--- src/rtl/tncg_pkg.sv ---
package tncg_pkg;

	// chime timing, in samples
	localparam int unsigned NOTE_LENGTH  = 1600;
	localparam int unsigned GAP_LENGTH   = 480;
	localparam int unsigned TOTAL_LENGTH = 4096;
	localparam int unsigned SAMPLE_RATE  = 16000;
	localparam int unsigned NOTE1_START  = NOTE_LENGTH + GAP_LENGTH;
	localparam int unsigned NOTE1_END    = NOTE1_START + NOTE_LENGTH;

	// envelope and amplitude
	localparam int unsigned AMP_RESET   = 5200;
	localparam int unsigned ATTACK_LEN  = 32;
	localparam int unsigned RELEASE_LEN = 64;
	localparam int unsigned FULL_GAIN   = 256;
	localparam int unsigned ATTACK_STEP = FULL_GAIN / ATTACK_LEN;
	localparam int unsigned RELEASE_STEP = FULL_GAIN / RELEASE_LEN;
	localparam int unsigned GAIN_SHIFT  = $clog2(FULL_GAIN);

	// field and state widths
	localparam int unsigned MODE_W   = 1;
	localparam int unsigned KIND_W   = 3;
	localparam int unsigned CHIME_W  = 2;
	localparam int unsigned POS_W    = 13;
	localparam int unsigned PHASE_W  = 16;
	localparam int unsigned AMP_W    = 15;
	localparam int unsigned SAMPLE_W = 16;
	localparam int unsigned FREQ_W   = 11;
	localparam int unsigned GAIN_W   = $clog2(FULL_GAIN + 1);
	localparam int unsigned NUM_CHIMES = 4;

	// item modes
	localparam logic [MODE_W-1:0] MODE_TICK  = 1'b0;
	localparam logic [MODE_W-1:0] MODE_START = 1'b1;

	typedef enum logic [CHIME_W-1:0] {
		CHIME_UP,
		CHIME_DOWN,
		CHIME_OK,
		CHIME_BACK
	} chime_t;

	typedef logic [FREQ_W-1:0] freq_t;

	// note frequency in Hz for a chime, first or second note
	function automatic freq_t note_freq(input chime_t chime, input logic second);
		freq_t f;
		case (chime)
			CHIME_UP:   f = second ? freq_t'(1175) : freq_t'(880);
			CHIME_DOWN: f = second ? freq_t'(880)  : freq_t'(1175);
			CHIME_OK:   f = second ? freq_t'(1480) : freq_t'(988);
			CHIME_BACK: f = second ? freq_t'(523)  : freq_t'(740);
			default:    f = '0;
		endcase
		return f;
	endfunction

endpackage

--- src/rtl/tncg_in_if.sv ---
interface tncg_in_if;
	logic                          valid;
	logic                          ready;
	logic [tncg_pkg::MODE_W-1:0]   mode;
	logic [tncg_pkg::KIND_W-1:0]   kind;

	modport source (output valid, output mode, output kind, input ready);
	modport sink   (input valid, input mode, input kind, output ready);
endinterface

--- src/rtl/tncg_out_if.sv ---
interface tncg_out_if;
	logic                                valid;
	logic                                ready;
	logic signed [tncg_pkg::SAMPLE_W-1:0] sample;
	logic                                active;
	logic                                last;
	logic                                rejected;

	modport source (output valid, output sample, output active, output last,
		output rejected, input ready);
	modport sink   (input valid, input sample, input active, input last,
		input rejected, output ready);
endinterface

--- src/rtl/two_note_chime_generator.sv ---
// channel   dir  handshake      payload
// item      in   valid/ready    mode[0:0], kind[2:0]
// result    out  valid/ready    sample[15:0] signed, active, last, rejected
// wr        in   wr_en          wr_data[14:0] = peak amplitude at full gain
//
// one transaction per cycle sustained while result is not stalled; a result is registered through
// the input register, the envelope/phase stage and the multiply stage
// the phase and position update sits in the second stage, once per transaction
// arst_n clears the pipeline valids, the chime state and sets amplitude to 5200
// a stall on result fills the empty stages before item.ready drops
module two_note_chime_generator (
	input  logic                           clk,
	input  logic                           arst_n,
	tncg_in_if.sink                        item,
	tncg_out_if.source                     result,
	input  logic                           wr_en,
	input  logic [tncg_pkg::AMP_W-1:0]     wr_data
);

	typedef struct packed {
		logic [tncg_pkg::GAIN_W-1:0] gain;
		logic                        neg;
		logic                        sound;
		logic                        active;
		logic                        last;
		logic                        rejected;
	} s2_t;

	// stage registers
	logic                            valid_s1, valid_s2, valid_s3;
	logic [tncg_pkg::MODE_W-1:0]     mode_s1;
	logic [tncg_pkg::KIND_W-1:0]     kind_s1;
	s2_t                             st_s2;
	logic signed [tncg_pkg::SAMPLE_W-1:0] sample_s3;
	logic                            active_s3, last_s3, rejected_s3;

	// chime state
	logic                            playing_q;
	tncg_pkg::chime_t                chime_q;
	logic [tncg_pkg::POS_W-1:0]      position_q;
	logic [tncg_pkg::PHASE_W-1:0]    phase_q;
	logic [tncg_pkg::AMP_W-1:0]      amp_q;

	logic ready_s1, ready_s2, ready_s3;
	logic adv1;

	logic                            is_start, kind_ok, is_tick;
	logic                            in_note0, in_note1, pos_last;
	logic [tncg_pkg::POS_W-1:0]      idx, remaining;
	tncg_pkg::freq_t                 freq;
	logic [tncg_pkg::PHASE_W-1:0]    phase_base, phase_next;
	logic [tncg_pkg::PHASE_W:0]      phase_sum;
	logic [tncg_pkg::GAIN_W-1:0]     gain_att, gain_rel, gain;
	s2_t                             st_next;

	logic [tncg_pkg::AMP_W+tncg_pkg::GAIN_W-1:0] product;
	logic [tncg_pkg::SAMPLE_W-1:0]   mag;
	logic signed [tncg_pkg::SAMPLE_W-1:0] sample_next;

	// backpressure chain
	assign ready_s3   = !valid_s3 || result.ready;
	assign ready_s2   = !valid_s2 || ready_s3;
	assign ready_s1   = !valid_s1 || ready_s2;
	assign item.ready = ready_s1;
	assign adv1       = valid_s1 && ready_s2;

	// decode of the registered item
	assign is_start = (mode_s1 == tncg_pkg::MODE_START);
	assign is_tick  = (mode_s1 == tncg_pkg::MODE_TICK);
	assign kind_ok  = (kind_s1 < tncg_pkg::KIND_W'(tncg_pkg::NUM_CHIMES));

	// where in the chime we are
	assign in_note0 = (32'(position_q) < tncg_pkg::NOTE_LENGTH);
	assign in_note1 = (32'(position_q) >= tncg_pkg::NOTE1_START) &&
		(32'(position_q) < tncg_pkg::NOTE1_END);
	assign pos_last = (32'(position_q) + 32'd1 >= tncg_pkg::TOTAL_LENGTH);
	assign idx = in_note0 ? position_q :
		position_q - tncg_pkg::POS_W'(tncg_pkg::NOTE1_START);

	// phase accumulator, cleared on a note's first sample, wraps at sample rate
	assign freq       = tncg_pkg::note_freq(chime_q, in_note1);
	assign phase_base = (idx == '0) ? '0 : phase_q;
	assign phase_sum  = {1'b0, phase_base} + (tncg_pkg::PHASE_W+1)'(freq);
	always_comb begin
		if (phase_sum >= (tncg_pkg::PHASE_W+1)'(tncg_pkg::SAMPLE_RATE)) begin
			phase_next = tncg_pkg::PHASE_W'(phase_sum -
				(tncg_pkg::PHASE_W+1)'(tncg_pkg::SAMPLE_RATE));
		end else begin
			phase_next = phase_sum[tncg_pkg::PHASE_W-1:0];
		end
	end

	// envelope: attack ramp, flat top, release ramp
	assign remaining = tncg_pkg::POS_W'(tncg_pkg::NOTE_LENGTH - 1) - idx;
	assign gain_att = (32'(idx) < tncg_pkg::ATTACK_LEN) ?
		tncg_pkg::GAIN_W'(32'(idx) * tncg_pkg::ATTACK_STEP) :
		tncg_pkg::GAIN_W'(tncg_pkg::FULL_GAIN);
	assign gain_rel = (32'(remaining) < tncg_pkg::RELEASE_LEN) ?
		tncg_pkg::GAIN_W'(32'(remaining) * tncg_pkg::RELEASE_STEP) :
		tncg_pkg::GAIN_W'(tncg_pkg::FULL_GAIN);
	assign gain = (gain_rel < gain_att) ? gain_rel : gain_att;

	// second stage payload
	always_comb begin
		st_next.gain     = gain;
		st_next.neg      = (phase_next >=
			tncg_pkg::PHASE_W'(tncg_pkg::SAMPLE_RATE / 2));
		st_next.active   = is_tick && playing_q;
		st_next.sound    = is_tick && playing_q && (in_note0 || in_note1);
		st_next.last     = is_tick && playing_q && pos_last;
		st_next.rejected = is_start && !kind_ok;
	end

	// amplitude register
	always_ff @(posedge clk or negedge arst_n) begin
		if (!arst_n) begin
			amp_q <= tncg_pkg::AMP_W'(tncg_pkg::AMP_RESET);
		end else if (wr_en) begin
			amp_q <= wr_data;
		end
	end

	// chime state update, once per transaction leaving stage one
	always_ff @(posedge clk or negedge arst_n) begin
		if (!arst_n) begin
			playing_q  <= 1'b0;
			chime_q    <= tncg_pkg::CHIME_UP;
			position_q <= '0;
			phase_q    <= '0;
		end else if (adv1) begin
			if (is_start && kind_ok) begin
				playing_q  <= 1'b1;
				chime_q    <= tncg_pkg::chime_t'(kind_s1[tncg_pkg::CHIME_W-1:0]);
				position_q <= '0;
				phase_q    <= '0;
			end else if (is_tick && playing_q) begin
				if (in_note0 || in_note1) begin
					phase_q <= phase_next;
				end
				if (pos_last) begin
					playing_q  <= 1'b0;
					position_q <= '0;
				end else begin
					position_q <= position_q + tncg_pkg::POS_W'(1);
				end
			end
		end
	end

	// pipeline valids
	always_ff @(posedge clk or negedge arst_n) begin
		if (!arst_n) begin
			valid_s1 <= 1'b0;
			valid_s2 <= 1'b0;
			valid_s3 <= 1'b0;
		end else begin
			if (ready_s1) begin
				valid_s1 <= item.valid;
			end
			if (ready_s2) begin
				valid_s2 <= valid_s1;
			end
			if (ready_s3) begin
				valid_s3 <= valid_s2;
			end
		end
	end

	// scaled square wave
	assign product = (tncg_pkg::AMP_W+tncg_pkg::GAIN_W)'(amp_q) *
		(tncg_pkg::AMP_W+tncg_pkg::GAIN_W)'(st_s2.gain);
	assign mag = tncg_pkg::SAMPLE_W'(product >> tncg_pkg::GAIN_SHIFT);
	always_comb begin
		if (!st_s2.sound) begin
			sample_next = '0;
		end else if (st_s2.neg) begin
			sample_next = -$signed(mag);
		end else begin
			sample_next = $signed(mag);
		end
	end

	// payload registers
	always_ff @(posedge clk) begin
		if (item.valid && ready_s1) begin
			mode_s1 <= item.mode;
			kind_s1 <= item.kind;
		end
		if (adv1) begin
			st_s2 <= st_next;
		end
		if (valid_s2 && ready_s3) begin
			sample_s3   <= sample_next;
			active_s3   <= st_s2.active;
			last_s3     <= st_s2.last;
			rejected_s3 <= st_s2.rejected;
		end
	end

	assign result.valid    = valid_s3;
	assign result.sample   = sample_s3;
	assign result.active   = active_s3;
	assign result.last     = last_s3;
	assign result.rejected = rejected_s3;

endmodule

--- src/flat_wrapper.sv ---
// flat-port wrapper written by rule: the top's interface ports become plain ports
module two_note_chime_generator_flat 
  (clk, arst_n, wr_en, wr_data, item_valid, item_mode, item_kind, item_ready, result_valid, result_sample, result_active, result_last, result_rejected, result_ready);
  tncg_in_if item_i ();
  tncg_out_if result_i ();
  input  logic clk;
  input  logic arst_n;
  input  logic wr_en;
  input  logic [tncg_pkg::AMP_W-1:0] wr_data;
  input wire logic [$bits(item_i.valid)-1:0] item_valid;
  input wire logic [$bits(item_i.mode)-1:0] item_mode;
  input wire logic [$bits(item_i.kind)-1:0] item_kind;
  output wire logic [$bits(item_i.ready)-1:0] item_ready;
  output wire logic [$bits(result_i.valid)-1:0] result_valid;
  output wire logic [$bits(result_i.sample)-1:0] result_sample;
  output wire logic [$bits(result_i.active)-1:0] result_active;
  output wire logic [$bits(result_i.last)-1:0] result_last;
  output wire logic [$bits(result_i.rejected)-1:0] result_rejected;
  input wire logic [$bits(result_i.ready)-1:0] result_ready;
  assign item_i.valid = item_valid;
  assign item_i.mode = item_mode;
  assign item_i.kind = item_kind;
  assign item_ready = item_i.ready;
  assign result_valid = result_i.valid;
  assign result_sample = result_i.sample;
  assign result_active = result_i.active;
  assign result_last = result_i.last;
  assign result_rejected = result_i.rejected;
  assign result_i.ready = result_ready;
  two_note_chime_generator u_core (.clk(clk), .arst_n(arst_n), .item(item_i), .result(result_i), .wr_en(wr_en), .wr_data(wr_data));
endmodule
--- config.mk ---
export PLATFORM = sky130hd
export DESIGN_NAME = two_note_chime_generator_flat
export DESIGN_NICKNAME = d
export VERILOG_FILES = /design/src/rtl/tncg_pkg.sv /design/src/rtl/tncg_in_if.sv /design/src/rtl/tncg_out_if.sv /design/src/rtl/two_note_chime_generator.sv /design/src/flat_wrapper.sv
export SDC_FILE = /design/constraint.sdc
export NUM_CORES = 1
export LEC_CHECK = 0
export BUFFER_PORTS_ARGS = -buffer_cell sky130_fd_sc_hd__buf_2
export CAP_MARGIN = 20
export CORE_MARGIN = 1
export CORE_UTILIZATION = 50
export CTS_CLUSTER_DIAMETER = 40
export DETAILED_ROUTE_END_ITERATION = 16
export HOLD_SLACK_MARGIN = 0.05
export PLACE_DENSITY = 0.68
export SYNTH_ARGS = -nofsm -noshare
export SYNTH_HDL_FRONTEND = slang
export SYNTH_SLANG_ARGS = --single-unit
--- constraint.sdc ---
create_clock -name clk -period 5.57 [get_ports clk]
set_clock_uncertainty 0.15 [all_clocks]
set_input_delay 0.8355 -clock clk [delete_from_list [all_inputs] [get_ports clk]]
set_output_delay 0.8355 -clock clk [all_outputs]
set_load 0.005 [all_outputs]
* Word-level counts from Yosys, hierarchy flattened
Cells that the tools add are included.
** Operators by class
- $lt $le $gt $ge :: 10
- Multipliers :: 1
- Div/mod/pow operators :: 0
- Bitwise gates (word level) :: 1
- Reduce and logical (&&, ||, !) cells :: 26
- Multiplexer cells :: 21
- Shifts and indexed selects :: 0
- Add/sub/neg operators :: 7
- Equal/unequal tests :: 3
** Operators with widths (count)
- two-way mux 16 bit :: 6
- two-way mux 13 bit :: 4
- one-hot mux 11 bit (4 select lines) :: 1
- two-way mux 11 bit :: 3
- >= comparator 32 x 13 -> 1 bit, second input constant :: 1
- two-way mux 9 bit :: 3
- multiplier 15 x 9 -> 24 bit :: 1
- adder 16 x 11 -> 17 bit :: 1
- >= comparator 17 x 14 -> 1 bit, second input constant :: 1
- >= comparator 16 x 13 -> 1 bit, second input constant :: 1
- negation 16 bit :: 1
- subtractor 16 x 14 -> 16 bit, second input constant :: 1
- adder 13 x 1 -> 14 bit, second input constant :: 1
- adder 13 x 1 -> 13 bit, second input constant :: 1
- >= comparator 13 x 12 -> 1 bit, second input constant :: 1
- logical NOT 13 bit :: 1
- less-than comparator 13 x 11 -> 1 bit, second input constant :: 1
- less-than comparator 13 x 12 -> 1 bit, second input constant :: 1
- less-than comparator 13 x 6 -> 1 bit, second input constant :: 1
- less-than comparator 13 x 7 -> 1 bit, second input constant :: 1
- subtractor 11 x 13 -> 13 bit, first input constant :: 1
- subtractor 13 x 12 -> 13 bit, second input constant :: 1
- logical AND 1 bit :: 9
- less-than comparator 9 bit :: 1
- 12 further kinds :: 25
** Word-level totals
- Memory bits (read-only) :: 0
- RAM bits :: 0
- Output and inout port bits :: 21
- Memories :: 0
- Bits in registers :: 87
- Latch bits :: 0
- Word-level logic and storage cells :: 89

* Depth between registers and ports, before layout
- Depth in word-level cells :: 10
- Gate-level depth with buffers :: 27

* Worst setup path before layout
Ideal clock, no wire load.
- Kind :: reg-to-reg
- Start point :: reg u_core.st_s2[13] (netlist bit)
- End point :: reg u_core.sample_s3 (netlist bit u_core.result.sample[15]), data pin
- Clock period less this slack :: 5.680 ns
- Required time :: 5.282 ns
- Path slack :: -0.110 ns
- Arrival :: 5.391 ns
- Path buffers :: 2
- Cell stages (with the launch flop) :: 18
- Library setup time :: 0.138 ns
- Cells stage by stage :: edfxtp_1 clkbuf_1 nand2_1 fa_1 inv_1 fa_1 fa_1 fa_1 ha_1 buf_6 a2111o_1 or4_1 o211a_2 nor4_4 o21ai_2 o41ai_2 xnor3_1 nor2_1
** On the way
- Longest elaborated chain between the ends :: 3
** RTL lines
- start, declared :: line two_note_chime_generator.sv:33 : s2_t st_s2;
- start signal, assigned :: line two_note_chime_generator.sv:190 : st_s2 <= st_next;
- multiplier 15 x 9 -> 24 bit * :: line two_note_chime_generator.sv:170 : assign product = (tncg_pkg::AMP_W+tncg_pkg::GAIN_W)'(amp_q) *
- negation 16 bit :: line two_note_chime_generator.sv:177 : sample_next = -$signed(mag);
- two-way mux 16 bit * :: line two_note_chime_generator.sv:176 : end else if (st_s2.neg) begin
- end signal, assigned :: line two_note_chime_generator.sv:193 : sample_s3 <= sample_next;
- end, declared :: line two_note_chime_generator.sv:34 : logic signed [tncg_pkg::SAMPLE_W-1:0] sample_s3;
Every way passes the cells marked *; elsewhere a longest branch is shown, timed or not.
A chain may end at the register's enable or synchronous reset.

* Worst setup path in the final report
- Start point :: reg u_core.st_s2[11] (netlist bit)
- End point :: reg u_core.sample_s3 (netlist bit u_core.result.sample[14]), data pin
The elaborated chain is that of the path after synthesis.

==> impl_metrics.csv <==
group,metric,value,unit
clock_tree,cts_made_buffers,9,
yosys,yosys_warnings,0,
global_routing,grt_max_degree,51,
layout,nFillCells,1453,
floorplanning,core,17360,sq um
yosys,syn-instance-count,978,
clock_tree,root_buffer,"clkbuf_16",
run_status,status,"complete, no violations",
yosys,yosysTopAreaCell,"fa_1",
detailed_routing,antenna_left,0,
yosys,netlist_area,8944,sq um
place,dpl_cell_area,9853,sq um
detailed_routing,drc,0,
yosys,synth.distinct_cells,71,
layout,syn_to_final_growth,20.16,%
yosys,ys_async_sr_fraction,0.5882,
setup_path,worstPathArrival,5490,ps
floorplanning,fp.dieW,135.7,microns
timing,final_max_slew_viol_count,0,
floorplanning,num_io_pins,45,
yosys,synth_most_common_cell,"nand2_1",
hold_path,min_path_type,"reg -> reg",
setup_path,cp-start-kind,"register",
timing,setup_viol,0,
place,dp_hpwl,15.20,mm
timing,fin_crit,5535,ps
place,numPortBuffers,44,
floorplanning,start_util,0.5153,
timing,finalHoldViolCount,0,
layout,antenna_cells,0,
layout,final_nets,1256,
clock_tree,clk_latency,350,ps
floorplanning,num_rows,48,
yosys,ys_seq_elements,85,
detailed_routing,vias,7510,
yosys,synth.area.top_cells,"fa_1 (15%), dfrtp_1 (13%), edfxtp_1 (12%)",
setup_path,required,5520,ps
clock_tree,hold_buffers,0,
floorplanning,dieArea,18430,sq um
global_routing,grt_pass1_wl,33.38,mm
layout,multi_input_area,6560,sq um
timing,tightest_slew,949.5,ps
clock_tree,cts_tree,"done",
global_routing,grt_pass1_vias,6989,
timing,max_freq,180.7,MHz
global_routing,overflow,0,
detailed_routing,post_drt_wl_per_cell,15.47,microns
detailed_routing,dr.pass1.iters,5,
place,routabilityCongestion,0.8617,
yosys,synth_nets,1139,
layout,final_layout_size_suffix_gt1_frac,0.2400,
yosys,synth_edf_count,35,
yosys,yosysSeqAreaShare,0.2580,
clock_tree,htreeDepth,3,
yosys,synth_top_area_frac,0.1455,
clock_tree,clock_path_buffers,2,
detailed_routing,viasPerCell,5.668,
setup_path,cp-end-kind,"register",
timing,rsz0062_at_grt,"true",
layout,register_area,2311,sq um
layout,fin_area,10750,sq um
clock_tree,clkTransAtPathRegs,60,ps
yosys,synth_common_cells,"nand2_1 (87), and2_1 (86), inv_1 (76)",
clock_tree,cts_sinks,85,
global_routing,antenna_found_initial,1,
floorplanning,die_y,135.7,microns
timing,hold_ws,273.2,ps
timing,max_slew_margin,0.3670,
detailed_routing,drt_iter0_drc,434,
yosys,synthFlopType,"dfrtp_1",
flow_run,max_cap_viol_count,0,
global_routing,grtUsageTotal,0.2277,
setup_path,crit_path_max_fanout,7,
setup_path,criticalPathCategory,"reg -> reg",
yosys,avgSynthCellArea,9.145,sq um
timing,setup_tns,0,ps
detailed_routing,wl,20.49,mm
timing,fin_crit_sh,0.9938,
==> logic make-up after synthesis <==
group / Yosys count / synth area share
and+or+nand+nor: 376 / 0.2175
AOI/OAI and AO/OA: 175 / 0.1309
adders and majority gates: 137 / 0.2462
buffers and inverters: 115 / 0.05022
DFF: 85 / 0.2580
xor gates and xnor gates: 57 / 0.05736
muxes: 33 / 0.03973
==> flip-flops by register name, summed over array words and instances (netlist names) <==
register	cells
u_core.st_s2	12
u_core.result.sample	16
u_core.result.last	1
u_core.result.valid	1
u_core.amp_q	15
u_core.kind_s1	3
u_core.phase_q	16
u_core.valid_s1	1
u_core.chime_q	2
u_core.valid_s2	1
u_core.result.rejected	1
u_core.result.active	1
u_core.is_start	1
u_core.position_q	13
u_core.playing_q	1
==> area by class of cell <==
type                       instances  share of cell area
sequential                        85              0.2150
clock inverter                     4            0.005239
timing repair buffer             145             0.09361
multi-input combinational        778              0.6104
clock buffer                      12             0.02294
tap                              225             0.02620
inverter                          76             0.02655
==> layer usage <==
layer | track usage | vias to the layer above | routed length, microns
met3 | 0.03255 | 25 | 784
met4 | 0.06180 | 2 | 329
li1 | - | 3619 | -
met2 | 0.3608 | 168 | 9739
met1 | 0.3240 | 3696 | 9626
met5 | 0 | - | 14
==> critical path, cell delays in order (launching register included) <==
cell      delay (ps)
edfxtp_1         510
buf_4            190
buf_4            120
and2_1           150
ha_1             290
ha_1             290
inv_1             50
fa_1             480
fa_1             490
inv_1             60
ha_4             280
nand4_1          120
buf_4            180
nor3_4           360
nor3_4           100
buf_6            140
o21bai_4         150
mux2i_2          280
buf_4            160
o21bai_2          90
o41ai_4          390
xnor2_1          110
and2_1           160
==> stage by stage <==
step                utilization  std cells  worst slack [ps]
global placement         0.5677       1282            -69.80
global route             0.6192       1325            -129.8
floorplan                     -        978             1.052
CTS                      0.5928       1310            0.5209
detailed placement       0.5677       1282            -140.8
finish                   0.6192       1325             34.75
==> final timing paths <==
kind / startpoint / slack (ps) / to / cells after the start
setup / recovery: u_core.st_s2[11]$_DFFE_PP_ / 30 / u_core.result.sample[14]$_SDFFCE_PN0P_ / 22
hold / removal: u_core.st_s2[0]$_DFFE_PP_ / 270 / u_core.result.rejected$_DFFE_PP_ / 0
setup reg to reg: u_core.st_s2[11]$_DFFE_PP_ / 30 / u_core.result.sample[14]$_SDFFCE_PN0P_ / 22
hold reg to reg: u_core.st_s2[0]$_DFFE_PP_ / 270 / u_core.result.rejected$_DFFE_PP_ / 0
max in group asynchronous: arst_n / 4290 / u_core.amp_q[7]$_DFFE_PN0P_ / 2
min in group asynchronous: arst_n / 450 / u_core.phase_q[15]$_DFFE_PN0P_ / 2
==> cell usage in the layout, fill, tap and decap left out, types with 11 or more instances in the layout <==
master and instances:
a21oi_1 25, and2_1 82, buf_2 44, buf_4 94
dfrtp_1 43, edfxtp_1 35, fa_1 61, ha_1 60
inv_1 74, mux2_2 20, mux2i_1 12, nand2_1 82
nand2b_1 11, nand3_1 34, nor2_1 73, nor3_1 13
o21ai_0 44, xnor2_1 28, xor2_1 25
==> repair_timing <==
action                     in CTS  in global routing
cloned                          0                  0
pin swaps                       5                 50
hold endpoints to repair        0                  0
resized for setup              12                 70
buffers inserted               12                 15
setup endpoints to repair       5                 20
Power is not shown: default switching activity piles up to over one toggle a cycle in this logic, so the estimate is an artifact.
